[src/rtl/core/lsod_pkg.sv]
`default_nettype none
// ============================================================================
// lsod_pkg - shared types and constants for the lidar sector obstacle detector
// Holds the configuration record, the queue entry, the result record and the
// register and steering codes used by the front, queue, back and top level.
// ============================================================================
package lsod_pkg;

    localparam int RANGE_W  = 16;
    localparam int ANGLE_W  = 9;
    localparam int SENSOR_W = 7;
    localparam int SUM_W    = 32;
    localparam int NUM_SEC  = 3;
    localparam int Q_DEPTH  = 4;
    localparam int FULL_TURN = 360;

    // Register indexes on the configuration port
    typedef enum logic [1:0] {
        REG_ACTIVATION = 2'd0,
        REG_SENSOR_ANG = 2'd1,
        REG_RANGE_MAX  = 2'd2,
        REG_COLLISION  = 2'd3
    } t_reg_idx;

    // Steering choice
    typedef enum logic [1:0] {
        STEER_FWD = 2'd0,
        STEER_CCW = 2'd1,
        STEER_CW  = 2'd2
    } t_steer;

    // Sector order inside the hit vector
    localparam int SEC_LEFT  = 0;
    localparam int SEC_FRONT = 1;
    localparam int SEC_RIGHT = 2;

    typedef struct packed {
        logic [SENSOR_W-1:0] sensor_angle_deg;
        logic [RANGE_W-1:0]  range_max_mm;
        logic [RANGE_W-1:0]  collision_mm;
    } t_cfg;

    // One classified sample travelling from front to back
    typedef struct packed {
        logic [RANGE_W-1:0] val;
        logic [NUM_SEC-1:0] hit;
        logic               coll;
        logic               last;
    } t_qent;

    typedef struct packed {
        logic   left_near;
        logic   front_near;
        logic   right_near;
        logic   collision;
        t_steer steer;
    } t_result;

endpackage
`default_nettype wire

[src/rtl/core/lsod_front.sv]
`default_nettype none
// ============================================================================
// lsod_front - sample intake and classification
// Registers each sample, works out its sector membership and substituted
// value, then checks the collision step and pushes the entry to the queue.
// ============================================================================
module lsod_front
    import lsod_pkg::*;
#(
    parameter int SECTOR_WIDTH   = 5,
    parameter int COLLISION_STEP = 5
) (
    input  wire logic               i_clk,
    input  wire logic               i_rst_n,
    input  wire logic               i_in_valid,
    output logic                    o_in_stall,
    input  wire logic [RANGE_W-1:0] i_range_mm,
    input  wire logic               i_out_of_range,
    input  wire logic [ANGLE_W-1:0] i_angle_deg,
    input  wire logic               i_last,
    input  wire t_cfg               i_cfg,
    input  wire logic               i_q_full,
    output logic                    o_push,
    output t_qent                   o_push_data
);

    localparam int HALF    = SECTOR_WIDTH / 2;
    localparam int T_W     = 11;
    localparam int RECIP   = (65536 + COLLISION_STEP - 1) / COLLISION_STEP;
    localparam int RECIP_W = 17;
    localparam int PROD_W  = ANGLE_W + RECIP_W;
    localparam int STEP_W  = 5;
    localparam int CHK_W   = ANGLE_W + STEP_W + 1;

    localparam logic [RECIP_W-1:0] RECIP_C = RECIP_W'(RECIP);
    localparam logic [STEP_W-1:0]  STEP_C  = STEP_W'(COLLISION_STEP);

    logic                   r_valid, n_valid;
    logic [RANGE_W-1:0]     r_val;
    logic [NUM_SEC-1:0]     r_hit;
    logic                   r_coll_cand;
    logic [ANGLE_W-1:0]     r_angle;
    logic [ANGLE_W-1:0]     r_quot;
    logic                   r_last;

    logic                   accept;
    logic                   advance;
    logic                   in_turn;
    logic [ANGLE_W-1:0]     centre [NUM_SEC];
    logic [NUM_SEC-1:0]     hit;
    logic [PROD_W-1:0]      prod;
    logic [CHK_W-1:0]       chk;

    // Sector offset, wrapped into 0..359 with at most two subtracts
    function automatic logic in_sector(input logic [ANGLE_W-1:0] a,
                                       input logic [ANGLE_W-1:0] c);
        logic [T_W-1:0] t;
        logic [T_W-1:0] off;
        t = T_W'(a) + T_W'(HALF) + T_W'(FULL_TURN) - T_W'(c);
        if (t >= T_W'(2 * FULL_TURN)) begin
            off = t - T_W'(2 * FULL_TURN);
        end else if (t >= T_W'(FULL_TURN)) begin
            off = t - T_W'(FULL_TURN);
        end else begin
            off = t;
        end
        return off < T_W'(SECTOR_WIDTH);
    endfunction

    always_comb begin
        centre[SEC_LEFT]  = ANGLE_W'(i_cfg.sensor_angle_deg);
        centre[SEC_FRONT] = '0;
        centre[SEC_RIGHT] = (i_cfg.sensor_angle_deg == '0) ? '0 :
                            ANGLE_W'(FULL_TURN) - ANGLE_W'(i_cfg.sensor_angle_deg);
    end

    assign in_turn = i_angle_deg < ANGLE_W'(FULL_TURN);

    always_comb begin
        for (int k = 0; k < NUM_SEC; k++) begin
            hit[k] = in_turn && in_sector(i_angle_deg, centre[k]);
        end
    end

    // Quotient by reciprocal; exact for every 9-bit angle
    assign prod = PROD_W'(i_angle_deg) * PROD_W'(RECIP_C);

    assign advance    = r_valid && !i_q_full;
    assign o_in_stall = r_valid && i_q_full;
    assign accept     = i_in_valid && !o_in_stall;

    always_comb begin
        n_valid = r_valid;
        if (accept) begin
            n_valid = 1'b1;
        end else if (advance) begin
            n_valid = 1'b0;
        end
    end

    always_ff @(posedge i_clk) begin
        if (!i_rst_n) begin
            r_valid <= 1'b0;
        end else begin
            r_valid <= n_valid;
        end
    end

    always_ff @(posedge i_clk) begin
        if (accept) begin
            r_val       <= i_out_of_range ? i_cfg.range_max_mm : i_range_mm;
            r_hit       <= hit;
            r_coll_cand <= in_turn && !i_out_of_range && (i_range_mm <= i_cfg.collision_mm);
            r_angle     <= i_angle_deg;
            r_quot      <= prod[16 +: ANGLE_W];
            r_last      <= i_last;
        end
    end

    // Angle is on a collision step when quotient times step gives it back
    assign chk = CHK_W'(r_quot) * CHK_W'(STEP_C);

    assign o_push           = advance;
    assign o_push_data.val  = r_val;
    assign o_push_data.hit  = r_hit;
    assign o_push_data.coll = r_coll_cand && (chk == CHK_W'(r_angle));
    assign o_push_data.last = r_last;

endmodule
`default_nettype wire

[src/rtl/core/lsod_queue.sv]
`default_nettype none
// ============================================================================
// lsod_queue - short queue between front and back
// Small register queue of classified samples; first word shown on the read
// side while not empty.
// ============================================================================
module lsod_queue
    import lsod_pkg::*;
(
    input  wire logic  i_clk,
    input  wire logic  i_rst_n,
    input  wire logic  i_push,
    input  wire t_qent i_push_data,
    input  wire logic  i_pop,
    output t_qent      o_pop_data,
    output logic       o_full,
    output logic       o_empty
);

    localparam int PTR_W = $clog2(Q_DEPTH);
    localparam int CNT_W = PTR_W + 1;

    t_qent              r_mem [Q_DEPTH];
    logic [PTR_W-1:0]   r_wr, n_wr;
    logic [PTR_W-1:0]   r_rd, n_rd;
    logic [CNT_W-1:0]   r_cnt, n_cnt;
    logic               do_push;
    logic               do_pop;

    assign o_full  = r_cnt == CNT_W'(Q_DEPTH);
    assign o_empty = r_cnt == '0;
    assign do_push = i_push && !o_full;
    assign do_pop  = i_pop && !o_empty;

    always_comb begin
        n_wr  = do_push ? r_wr + 1'b1 : r_wr;
        n_rd  = do_pop  ? r_rd + 1'b1 : r_rd;
        n_cnt = r_cnt;
        if (do_push && !do_pop) begin
            n_cnt = r_cnt + 1'b1;
        end else if (do_pop && !do_push) begin
            n_cnt = r_cnt - 1'b1;
        end
    end

    always_ff @(posedge i_clk) begin
        if (!i_rst_n) begin
            r_wr  <= '0;
            r_rd  <= '0;
            r_cnt <= '0;
        end else begin
            r_wr  <= n_wr;
            r_rd  <= n_rd;
            r_cnt <= n_cnt;
        end
    end

    always_ff @(posedge i_clk) begin
        if (do_push) begin
            r_mem[r_wr] <= i_push_data;
        end
    end

    assign o_pop_data = r_mem[r_rd];

endmodule
`default_nettype wire

[src/rtl/core/lsod_back.sv]
`default_nettype none
// ============================================================================
// lsod_back - sector accumulation and scan decision
// Adds each sample into the sectors it hits, and on the last sample of a
// scan compares the sums against the limit, registers the result and clears.
// ============================================================================
module lsod_back
    import lsod_pkg::*;
#(
    parameter int LIM_W = 19
) (
    input  wire logic             i_clk,
    input  wire logic             i_rst_n,
    input  wire t_qent            i_pop_data,
    input  wire logic             i_q_empty,
    output logic                  o_pop,
    input  wire logic [LIM_W-1:0] i_limit,
    output logic                  o_out_valid,
    input  wire logic             i_out_stall,
    output t_result               o_result
);

    logic [SUM_W-1:0] r_sum [NUM_SEC];
    logic [SUM_W-1:0] n_sum [NUM_SEC];
    logic             r_coll, n_coll;
    logic             r_out_valid, n_out_valid;
    t_result          r_result;
    t_result          res;
    logic             out_free;
    logic             fin;
    logic             coll_all;
    logic [NUM_SEC-1:0] near;

    // A held result only blocks the next last sample; others keep accumulating
    assign out_free = !r_out_valid || !i_out_stall;
    assign o_pop    = !i_q_empty && (out_free || !i_pop_data.last);
    assign fin      = o_pop && i_pop_data.last;
    assign coll_all = r_coll || i_pop_data.coll;

    always_comb begin
        for (int k = 0; k < NUM_SEC; k++) begin
            n_sum[k] = r_sum[k] + (i_pop_data.hit[k] ? SUM_W'(i_pop_data.val) : '0);
            near[k]  = n_sum[k] <= SUM_W'(i_limit);
        end
    end

    always_comb begin
        res.left_near  = near[SEC_LEFT];
        res.front_near = near[SEC_FRONT];
        res.right_near = near[SEC_RIGHT];
        res.collision  = coll_all;
        if (near[SEC_LEFT]) begin
            res.steer = STEER_CCW;
        end else if (near[SEC_FRONT] || near[SEC_RIGHT]) begin
            res.steer = STEER_CW;
        end else begin
            res.steer = STEER_FWD;
        end
    end

    always_comb begin
        n_out_valid = r_out_valid && i_out_stall;
        if (fin) begin
            n_out_valid = 1'b1;
        end
        n_coll = r_coll;
        if (o_pop) begin
            n_coll = fin ? 1'b0 : coll_all;
        end
    end

    always_ff @(posedge i_clk) begin
        if (!i_rst_n) begin
            r_out_valid <= 1'b0;
            r_coll      <= 1'b0;
            for (int k = 0; k < NUM_SEC; k++) begin
                r_sum[k] <= '0;
            end
        end else begin
            r_out_valid <= n_out_valid;
            r_coll      <= n_coll;
            if (o_pop) begin
                for (int k = 0; k < NUM_SEC; k++) begin
                    r_sum[k] <= fin ? '0 : n_sum[k];
                end
            end
        end
    end

    always_ff @(posedge i_clk) begin
        if (fin) begin
            r_result <= res;
        end
    end

    assign o_out_valid = r_out_valid;
    assign o_result    = r_result;

endmodule
`default_nettype wire

[src/rtl/core/lidar_sector_obstacle_detect.sv]
`default_nettype none
// ============================================================================
// lidar_sector_obstacle_detect - lidar sector obstacle detector, top level
// Sums three sectors of a lidar scan, flags near sectors and collisions and
// picks a steering direction at the end of every scan.
// ============================================================================
// Throughput: one sample per cycle, sustained, while the result side is not
//   held; the queue absorbs short stalls and the output register holds one
//   finished result while samples keep arriving.
// Result path: the last sample passes the intake register, the queue and the
//   result register before result valid when the queue is empty.
// Reset: synchronous, active low; clears sector sums, collision flag, queue
//   and valid flags, and loads the configuration registers with defaults.
// ============================================================================
module lidar_sector_obstacle_detect
    import lsod_pkg::*;
#(
    parameter int SECTOR_WIDTH   = 5,
    parameter int COLLISION_STEP = 5
) (
    input  wire logic               i_clk,
    input  wire logic               i_rst_n,
    // sample channel
    input  wire logic               i_in_valid,
    output logic                    o_in_stall,
    input  wire logic [RANGE_W-1:0] i_range_mm,
    input  wire logic               i_out_of_range,
    input  wire logic [ANGLE_W-1:0] i_angle_deg,
    input  wire logic               i_last,
    // result channel
    output logic                    o_out_valid,
    input  wire logic               i_out_stall,
    output logic                    o_left_near,
    output logic                    o_front_near,
    output logic                    o_right_near,
    output logic                    o_collision,
    output logic [1:0]              o_steer,
    // configuration channel
    input  wire logic               i_cfg_valid,
    output logic                    o_cfg_ready,
    input  wire logic [1:0]         i_cfg_index,
    input  wire logic [RANGE_W-1:0] i_cfg_data
);

    // Limit is SECTOR_WIDTH times the activation distance
    localparam int LIM_W = RANGE_W + $clog2(SECTOR_WIDTH + 1);

    localparam logic [RANGE_W-1:0]  RST_ACT  = RANGE_W'(1000);
    localparam logic [SENSOR_W-1:0] RST_ANG  = SENSOR_W'(30);
    localparam logic [RANGE_W-1:0]  RST_RMAX = RANGE_W'(3500);
    localparam logic [RANGE_W-1:0]  RST_COLL = RANGE_W'(150);

    logic [RANGE_W-1:0]  r_activation;
    logic [SENSOR_W-1:0] r_sensor_angle;
    logic [RANGE_W-1:0]  r_range_max;
    logic [RANGE_W-1:0]  r_collision_mm;
    logic [LIM_W-1:0]    r_limit;
    logic                cfg_wr;
    t_cfg                cfg;

    logic    push;
    t_qent   push_data;
    logic    pop;
    t_qent   pop_data;
    logic    q_full;
    logic    q_empty;
    t_result result;

    // Configuration: always ready, one register per transfer
    assign o_cfg_ready = 1'b1;
    assign cfg_wr      = i_cfg_valid && o_cfg_ready;

    always_ff @(posedge i_clk) begin
        if (!i_rst_n) begin
            r_activation   <= RST_ACT;
            r_sensor_angle <= RST_ANG;
            r_range_max    <= RST_RMAX;
            r_collision_mm <= RST_COLL;
        end else if (cfg_wr) begin
            case (t_reg_idx'(i_cfg_index))
                REG_ACTIVATION: r_activation   <= i_cfg_data;
                REG_SENSOR_ANG: r_sensor_angle <= i_cfg_data[SENSOR_W-1:0];
                REG_RANGE_MAX:  r_range_max    <= i_cfg_data;
                REG_COLLISION:  r_collision_mm <= i_cfg_data;
                default: ;
            endcase
        end
    end

    // Hold the scaled limit in a register fed from the activation register; it is
    // updated by the time a sample accepted with or after the write reaches the back end
    always_ff @(posedge i_clk) begin
        if (!i_rst_n) begin
            r_limit <= LIM_W'(RST_ACT) * LIM_W'(SECTOR_WIDTH);
        end else begin
            r_limit <= LIM_W'(r_activation) * LIM_W'(SECTOR_WIDTH);
        end
    end

    assign cfg.sensor_angle_deg = r_sensor_angle;
    assign cfg.range_max_mm     = r_range_max;
    assign cfg.collision_mm     = r_collision_mm;

    // Front: take samples, classify sector hits and collision step
    lsod_front #(
        .SECTOR_WIDTH   (SECTOR_WIDTH),
        .COLLISION_STEP (COLLISION_STEP)
    ) u_front (
        .i_clk          (i_clk),
        .i_rst_n        (i_rst_n),
        .i_in_valid     (i_in_valid),
        .o_in_stall     (o_in_stall),
        .i_range_mm     (i_range_mm),
        .i_out_of_range (i_out_of_range),
        .i_angle_deg    (i_angle_deg),
        .i_last         (i_last),
        .i_cfg          (cfg),
        .i_q_full       (q_full),
        .o_push         (push),
        .o_push_data    (push_data)
    );

    // Queue decouples intake from accumulation
    lsod_queue u_queue (
        .i_clk       (i_clk),
        .i_rst_n     (i_rst_n),
        .i_push      (push),
        .i_push_data (push_data),
        .i_pop       (pop),
        .o_pop_data  (pop_data),
        .o_full      (q_full),
        .o_empty     (q_empty)
    );

    // Back: accumulate, decide at end of scan, hold the result
    lsod_back #(
        .LIM_W (LIM_W)
    ) u_back (
        .i_clk       (i_clk),
        .i_rst_n     (i_rst_n),
        .i_pop_data  (pop_data),
        .i_q_empty   (q_empty),
        .o_pop       (pop),
        .i_limit     (r_limit),
        .o_out_valid (o_out_valid),
        .i_out_stall (i_out_stall),
        .o_result    (result)
    );

    assign o_left_near  = result.left_near;
    assign o_front_near = result.front_near;
    assign o_right_near = result.right_near;
    assign o_collision  = result.collision;
    assign o_steer      = result.steer;

endmodule
`default_nettype wire
[config.mk]
export PLATFORM = sky130hd
export DESIGN_NAME = lidar_sector_obstacle_detect
export DESIGN_NICKNAME = d
export VERILOG_FILES = /design/src/rtl/core/lsod_pkg.sv /design/src/rtl/core/lsod_front.sv /design/src/rtl/core/lsod_queue.sv /design/src/rtl/core/lsod_back.sv /design/src/rtl/core/lidar_sector_obstacle_detect.sv
export SDC_FILE = /design/constraint.sdc
export NUM_CORES = 1
export LEC_CHECK = 0
export BUFFER_PORTS_ARGS = -buffer_cell sky130_fd_sc_hd__buf_2
export CORE_ASPECT_RATIO = 1.2
export CORE_MARGIN = 5
export CORE_UTILIZATION = 50
export CTS_BUF_LIST = sky130_fd_sc_hd__clkbuf_8
export CTS_CLUSTER_SIZE = 28
export DETAILED_ROUTE_END_ITERATION = 10
export PLACE_DENSITY = 0.68
export SLEW_MARGIN = 20
export SYNTH_ARGS = -nofsm -noshare
export SYNTH_HDL_FRONTEND = slang
export SYNTH_SLANG_ARGS = --single-unit
[constraint.sdc]
create_clock -name i_clk -period 15.1 [get_ports i_clk]
set_clock_uncertainty 0.15 [all_clocks]
set_input_delay 1.51 -clock i_clk [delete_from_list [all_inputs] [get_ports i_clk]]
set_output_delay 1.51 -clock i_clk [all_outputs]
set_load 0.01 [all_outputs]
==> flow_metrics.py, run 1 <==
metrics = {
    "sta": {
        "fin_crit_sh_pct": 44.9,
        "setup_viol_count_final": 0,
        "drv_slew": 0,
        "layout_min_cycle_time_ps": 6790,
        "worstMarginPinSlew_ps": 1060,
        "finalSetupTns_ps": 0,
        "setup_slack_ps": 8310,
        "hold_viol": 0,
        "slew_headroom_pct": 28.9,
        "rsz0062_at_grt": "false",
        "max_freq_mhz": 147,
    },
    "floorplan": {
        "boundaryPins": 59,
        "core_area_um2": 42800,
        "rows": 83,
        "start_util_pct": 50.6,
        "fp.dieArea_um2": 47600,
        "fp.dieH_um": 238,
        "die_x_um": 200,
    },
    "synth": {
        "netlist.area_leader.share_pct": 30.9,
        "synth_cell_types": 84,
        "syn_nets": 2451,
        "synth_edf_count": 223,
        "synthesis.area_um2": 21700,
        "ys_ff_latch": 309,
        "synth_async_sr_flop_share_pct": 0,
        "yosysWarnings": 0,
        "synth_cells": 2123,
        "ys_top_cells_by_area": "edfxtp_1, ha_1, dfxtp_1",
        "synth_top_cell_by_area": "edfxtp_1",
        "syn_avg_cell_area_um2": 10.2,
        "seq_area_frac_synth_pct": 38.9,
        "yosys_most_used_dff": "edfxtp_1",
    },
    "worst_setup_path": {
        "required_ps": 15320,
        "cp_common_cell": "a21oi_1",
        "slowest_delay_ps": 1010,
        "path_cells": "mux4_2, and2_1, ha_1, fa_1, a21o_1, a21oi_1, o21ai_0, a31oi_1, o41ai_1, a21oi_1, nor2_1, xor2_1, ha_1, nand3_1, or3_1, nor3_1, a21oi_1, a2111oi_0, o21ba_2",
        "rrSetupSlack_ps": 8310,
        "crit_arrival_ps": 7000,
        "cp-end-kind": "register",
        "setup.worst_path.start_class": "register",
        "cpLargestDelayFamily": "compound AO/OA/AOI/OAI gates",
        "worst-setup-path-type": "reg -> reg",
        "cp_max_fo": 21,
        "slowest_stage": "dfxtp_1",
        "path_buf_inv": 0,
    },
    "drt": {
        "dr_total_vias": 16200,
        "drt_iter0_drc": 947,
        "wire_per_inst_um": 18.8,
        "drt-pass1-iter-count": 6,
        "drc": 0,
        "wirelength_um": 52100,
        "postRouteAntennaNets": 0,
        "vias_per_cell": 5.85,
    },
    "global_routing": {
        "grt_pass1_wl_um": 83400,
        "top_usage_layer": "met2",
        "overflow": 0,
        "grtUsageMet3_pct": 3.14,
        "gr-usage-met2_pct": 39.1,
        "grt_max_degree": 97,
        "grt_pass1_vias": 16100,
        "antenna_found_initial": 0,
        "use_met1_pct": 26.4,
        "grt_use_total_pct": 21.6,
    },
    "clocking": {
        "cts_hold_buf": 0,
        "clock_latency_ps": 630,
        "cts-resized-gates": 0,
        "cts_buffers": 52,
        "cts_tree": "yes",
        "clkSinkCount": 309,
        "cts_buffer_depth": 3,
        "cts_root_buf": "clkbuf_8",
        "clk_pin_slew_ps": 60,
        "cts_setup_buffers": 0,
        "cts_max_level": 2,
    },
    "outcome": {
        "status": "completed",
    },
    "layout": {
        "num-fill-cells": 3775,
        "syn_to_final_growth_pct": 8.56,
        "drive_gt1_share_pct": 9.85,
        "nets": 2510,
        "n_antenna_cell": 0,
    },
    "job": {
        "drv_cap": 0,
    },
    "placement": {
        "place_ws_ps": 8220,
        "io_buffers": 57,
        "globalplace.congestion": 0.895,
        "hpwlAfterDp_um": 39000,
    },
    "worst_hold_path": {
        "hp-class": "reg -> reg",
        "worstHoldStart": "r_range_max[15]",
    },
    "power_and_ir_drop": {
        "p_leak_nw": 9.83,
        "power_density_nw_per_um2": 170,
        "vdd.ir_drop.worst_uv": 89.1,
    },
}
==> synth_stat cells (4+ instances only) <==
cell type,n
a2111oi_0,8
a211o_1,5
a211oi_1,11
a21boi_0,42
a21o_1,32
a21oi_1,96
a31o_2,4
a31oi_1,14
and2_1,82
and3_1,24
and4_1,9
and4b_1,33
clkbuf_1,53
dfxtp_1,86
edfxtp_1,223
fa_1,29
ha_1,249
inv_1,140
mux2_2,16
mux2i_1,14
mux4_2,21
nand2_1,185
nand2b_1,19
nand3_1,59
nand3b_1,6
nand4_1,27
nor2_1,115
nor2b_1,46
nor3_1,35
nor3b_1,7
nor4_1,11
o2111ai_1,7
o211a_1,4
o211ai_1,18
o21a_1,33
o21ai_0,75
o21bai_1,11
o22ai_1,7
o31a_1,7
o31ai_1,4
or2_2,17
or3_1,20
xnor2_1,98
xor2_1,61
==> layout make-up <==
| type | count | area [um2] | area share [%] |
|---|---|---|---|
| Tap cell | 552 | 691 | 2.94 |
| Sequential cell | 309 | 8420 | 35.8 |
| Multi-Input combinational cell | 1614 | 12500 | 53.2 |
| Clock inverter | 39 | 218 | 0.926 |
| Clock buffer | 57 | 785 | 3.34 |
| Timing Repair Buffer | 64 | 360 | 1.53 |
| Inverter | 141 | 529 | 2.25 |
==> sequential cells by signal, summed over array words and instances (netlist names), named ones only <==
signal / cells
u_back.r_sum: 96
u_queue.r_mem: 84
r_limit: 19
r_activation: 16
r_collision_mm: 16
r_range_max: 16
u_front.r_val: 16
u_front.r_angle: 9
r_sensor_angle: 7
u_front.r_quot: 7
u_back.o_result: 6
u_front.r_hit: 3
u_queue.r_cnt: 3
u_queue.r_rd: 2
u_queue.r_wr: 2
u_back.o_out_valid: 1
u_back.r_coll: 1
u_front.r_coll_cand: 1
u_front.r_last: 1
u_front.r_valid: 1
==> power by group <==
group	total (mW)	internal (mW)	leakage [nW]	switching [mW]
clock network	0.720	0.369	0.589	0.351
logic	2.03	0.869	6.29	1.16
registers	1.26	1.13	2.95	0.131
total	4.01	2.36	9.83	1.64
==> metal layers <==
layer	up-vias	wire length, um
met1	7841	21400
met3	104	2340
met5	-	0
met4	0	1570
met2	435	26800
li1	7862	-
==> per-stage QoR <==
| stage | total power [mW] | cell area, um2 | hold WS (ps) | util, % | instances |
|---|---|---|---|---|---|
| global route | 4.33 | 23500 | 335 | 55.0 | 2776 |
| CTS | 4.02 | 23500 | 318 | 54.9 | 2775 |
| floorplan | 2.76 | 21700 | 285 | - | 2123 |
| detailed placement | 3.28 | 22500 | 304 | 52.5 | 2679 |
| finish | 4.01 | 23500 | 316 | 55.0 | 2776 |
| global placement | 3.21 | 22500 | 295 | 52.5 | 2679 |
==> worst paths after layout <==
kind | end | cells past startpoint
worst max-delay path | u_back.o_result[1] | 19
worst min-delay path | r_range_max[15] | 2
worst max register to register | u_back.o_result[1] | 19
worst min register to register | r_range_max[15] | 2
==> kinds of logic (layout without fill, tap and decap cells) <==
group / after synthesis / count (layout) / synth area share (%)
fa+ha+maj: 278 / 278 / 17.1
simple gates: 710 / 710 / 17.5
flops: 309 / 309 / 38.9
buf+inv: 200 / 301 / 3.52
other cells: 1 / 1 / 0.0173
compound gates: 414 / 414 / 12.9
mux: 52 / 52 / 3.71
xor+xnor: 159 / 159 / 6.43
==> worst reg2reg max path, delay by kind of cell, from the launching register on <==
kind | cells | cell delay [ps]
xor gates and xnor gates | 1 | 190
AOI/OAI and AO/OA | 9 | 2780
DFF | 1 | 1010
adders and majority gates | 3 | 910
muxes | 1 | 560
and+or+nand+nor | 5 | 940
==> placed cells by master (no fill, tap or decap), types with 32 or more instances in the layout <==
cell,n
a21boi_0,42
a21o_1,32
a21oi_1,96
and2_1,78
and4b_1,33
buf_2,56
clkbuf_8,57
dfxtp_1,86
edfxtp_1,223
ha_1,249
inv_1,159
nand2_1,184
nand3_1,59
nor2_1,114
nor2b_1,45
nor3_1,35
o21a_1,33
o21ai_0,75
xnor2_1,98
xor2_1,61
Note: power is estimated with default switching activity, not from simulation.
==> inputs of run 2 (changes only) <==
--- a/config.mk
+++ b/config.mk
@@ -5,6 +5,7 @@
 export SDC_FILE = /design/constraint.sdc
 export NUM_CORES = 1
 export LEC_CHECK = 0
+export ABC_AREA = 1
 export BUFFER_PORTS_ARGS = -buffer_cell sky130_fd_sc_hd__buf_2
 export CORE_ASPECT_RATIO = 1.2
 export CORE_MARGIN = 5
==> constraint.sdc (replaced) <==
create_clock -name i_clk -period 6.46 [get_ports i_clk]
set_clock_uncertainty 0.15 [all_clocks]
set_input_delay 0.646 -clock i_clk [delete_from_list [all_inputs] [get_ports i_clk]]
set_output_delay 0.646 -clock i_clk [all_outputs]
set_load 0.01 [all_outputs]
==> run 2 against run 1 <==
Sequential power up 130%. Non-clock buffer count is 4 higher. Clock power rose by 150%. Hold slack got worse by 210 ps. Count of clock-buffer cells in the layout is 1 higher. Setup slack got worse by 7100 ps. Sequential share of layout area decreased by 0.79 points. Register-to-register slack got worse by 7100 ps. Via count rose by 13%. Cell count rose by 22%. Wire length increased by 6.5%. Critical endpoint unchanged. Largest cell class unchanged. Largest power group unchanged.
==> flow_metrics.py, run 2 <==
metrics = {
    "power_and_ir_drop": {
        "power_frac_clock_pct": 16.9,
        "p_total_mw": 10.6,
        "swShare_pct": 46.4,
        "pwr-share-seq_pct": 27.9,
        "combPwrFrac_pct": 55.1,
        "switchingPower_mw": 4.91,
        "p_leak_nw": 11.3,
        "power_density_nw_per_um2": 440,
        "vdd.ir_drop.worst_uv": 193,
        "intPower_mw": 5.66,
    },
    "sta": {
        "rsz0062_at_grt": "false",
        "layout_min_cycle_time_ps": 5280,
        "setup_viol_count_final": 0,
        "finalSetupTns_ps": 0,
        "drv_slew": 0,
        "max_freq_mhz": 189,
        "setup_slack_ps": 1180,
        "slew_headroom_pct": 28.5,
        "hold_viol": 0,
        "worstMarginPinSlew_ps": 1070,
        "fin_crit_sh_pct": 81.8,
    },
    "clocking": {
        "clkSinkCount": 309,
        "clock_latency_ps": 640,
        "cts-resized-gates": 0,
        "cts_buffer_depth": 3,
        "cts_hold_buf": 0,
        "cts_setup_buffers": 0,
        "cts_buffers": 52,
        "cts_tree": "yes",
        "clk_pin_slew_ps": 60,
        "cts_max_level": 2,
        "cts_root_buf": "clkbuf_8",
    },
    "drt": {
        "vias_per_cell": 5.41,
        "wirelength_um": 55500,
        "drt-met1-wl_um": 24100,
        "wire_per_inst_um": 16.4,
        "highest_layer": "met4",
        "postRouteAntennaNets": 0,
        "wl_met3_um": 2530,
        "wl_met2_um": 26800,
        "drt_iter0_drc": 1094,
        "drt-pass1-iter-count": 6,
        "drc": 0,
        "dr_total_vias": 18300,
    },
    "layout": {
        "drive_gt1_share_pct": 7.67,
        "n_antenna_cell": 0,
        "largest_reg_flops": 96,
        "final_util_pct": 55.0,
        "reg_top3": "u_back.r_sum: 96 flops, u_queue.r_mem: 84 flops, r_limit: 19 flops",
        "syn_to_final_growth_pct": 9.17,
        "regMostFlops": "u_back.r_sum",
        "nets": 3102,
        "layout_commonest_cell": "nand2_1",
        "multiInputGateArea_um2": 12000,
        "num-fill-cells": 4048,
        "seqCellArea_um2": 8420,
        "layout_common_cells": "nand2_1, inv_1, nor2_1",
        "fin_area_um2": 24000,
    },
    "worst_setup_path": {
        "worst-setup-path-type": "reg -> reg",
        "cp-end-kind": "register",
        "setup.worst_path.start_class": "register",
        "crit_arrival_ps": 5510,
        "cp_max_fo": 16,
        "required_ps": 6690,
    },
    "global_routing": {
        "grt_max_degree": 78,
        "overflow": 0,
        "grt_use_total_pct": 22.5,
        "grt_pass1_wl_um": 89500,
        "grt_pass1_vias": 17800,
        "antenna_found_initial": 0,
    },
    "placement": {
        "io_buffers": 57,
        "hpwlAfterDp_um": 43100,
        "place_ws_ps": 1190,
        "dpl_cell_area_um2": 23000,
        "globalplace.congestion": 0.943,
    },
    "floorplan": {
        "fp.dieH_um": 240,
        "core_area_um2": 43700,
        "fp.dieArea_um2": 48400,
        "start_util_pct": 50.4,
        "rows": 84,
        "die_x_um": 202,
        "boundaryPins": 59,
    },
    "synth": {
        "ys_ff_latch": 309,
        "synth_edf_count": 223,
        "seq_area_frac_synth_pct": 38.2,
        "yosys_most_used_dff": "edfxtp_1",
        "syn_nets": 3021,
        "ys_top_cells_by_area": "edfxtp_1, ha_1, nand2_1",
        "synth_commonest_cells": "nand2_1, inv_1, nor2_1, ha_1, edfxtp_1",
        "syn_avg_cell_area_um2": 8.18,
        "netlist.area_leader.share_pct": 30.4,
        "synth_cell_types": 56,
        "synth_async_sr_flop_share_pct": 0,
        "yosysWarnings": 0,
        "synth_top_cell_by_area": "edfxtp_1",
        "synthesis.area_um2": 22000,
        "synth_cells": 2693,
        "yosysMostFrequentCell": "nand2_1",
    },
    "outcome": {
        "status": "completed",
    },
    "worst_hold_path": {
        "hp-class": "in -> reg",
    },
    "job": {
        "drv_cap": 0,
    },
}
## run 2: changes by cell type in the layout (fill, tap and decap cells not counted), moves of 45 or more
| cell | delta |
|---|---|
| nand2_1 | +339 |
| inv_1 | +238 |
| nor2_1 | +212 |
| a21oi_1 | +104 |
| nand3_1 | +79 |
| xnor2_1 | -78 |
| and2_1 | -77 |
| o21ai_0 | +58 |
| nor2b_1 | -45 |
## run 2: metal layers
layer  up-vias  GRT usage [%]
met4         0           8.64
met3       118           3.24
met5         -              0
met2       459           39.5
li1       9171              -
met1      8532           28.3
## run 2: through the flow
step / hold WS (ps) / instances
6_report: 101 / 3376
5_1_grt: 66.7 / 3376
4_1_cts: 55.4 / 3376
3_5_place_dp: 295 / 3279
3_3_place_gp: 282 / 3279
2_1_floorplan: 271 / 2693
## run 2: cell type report
| cell class | instances | share of cell area (%) |
|---|---|---|
| Clock buffer | 58 | 3.32 |
| Multi-Input combinational cell | 1955 | 50.0 |
| Timing Repair Buffer | 68 | 1.53 |
| Tap cell | 559 | 2.91 |
| Clock inverter | 39 | 1.16 |
| Sequential cell | 309 | 35.0 |
| Inverter | 388 | 6.08 |
## run 2: final timing paths
check | startpoint | end | slack, ps | cells past startpoint
setup / recovery | register | u_back.o_result[1] | 1180 | 23
hold / removal | i_last | u_front.r_last | 100 | 1
setup reg to reg | register | u_back.o_result[1] | 1180 | 23
hold reg to reg | r_activation[0] | r_limit[0] | 300 | 2
## run 2: logic make-up after synthesis
| family | count (synthesis) | share of synthesized area [%] |
|---|---|---|
| XOR/XNOR | 110 | 4.44 |
| buffers and inverters | 429 | 7.38 |
| multiplexers | 16 | 0.812 |
| AND/OR/NAND/NOR | 1129 | 21.6 |
| AO/OA/AOI/OAI | 421 | 10.7 |
| flip-flops | 309 | 38.2 |
| other | 1 | 0.0170 |
| adder cells (fa/ha/maj) | 278 | 16.8 |
## run 2: power by group through the flow
stage	combinational [mW]	clock [mW]	sequential, mW
after CTS	5.78	1.84	2.95
after floorplan	4.28	0	2.92
after global routing	6.58	1.94	2.99
after detailed placement	5.72	0	2.98
final	5.83	1.79	2.95
after global placement	5.57	0	2.97
## run 2: critical path: stages (launching register included)
cell and delay [ps]:
dfxtp_1 510, inv_1 180, nand2_1 100, a32o_1 600, nor2_1 160, ha_1 400
nand3_1 90, nand2_1 130, a21oi_1 80, o21ai_0 470, nand2_1 120, nand2_1 130
a21o_1 130, xor2_1 270, ha_1 190, nand2_1 50, inv_1 80, nand2_1 50
nor4b_1 440, nand3_1 130, nand2_1 110, nand4_1 90, nor2_1 300, a21oi_1 70
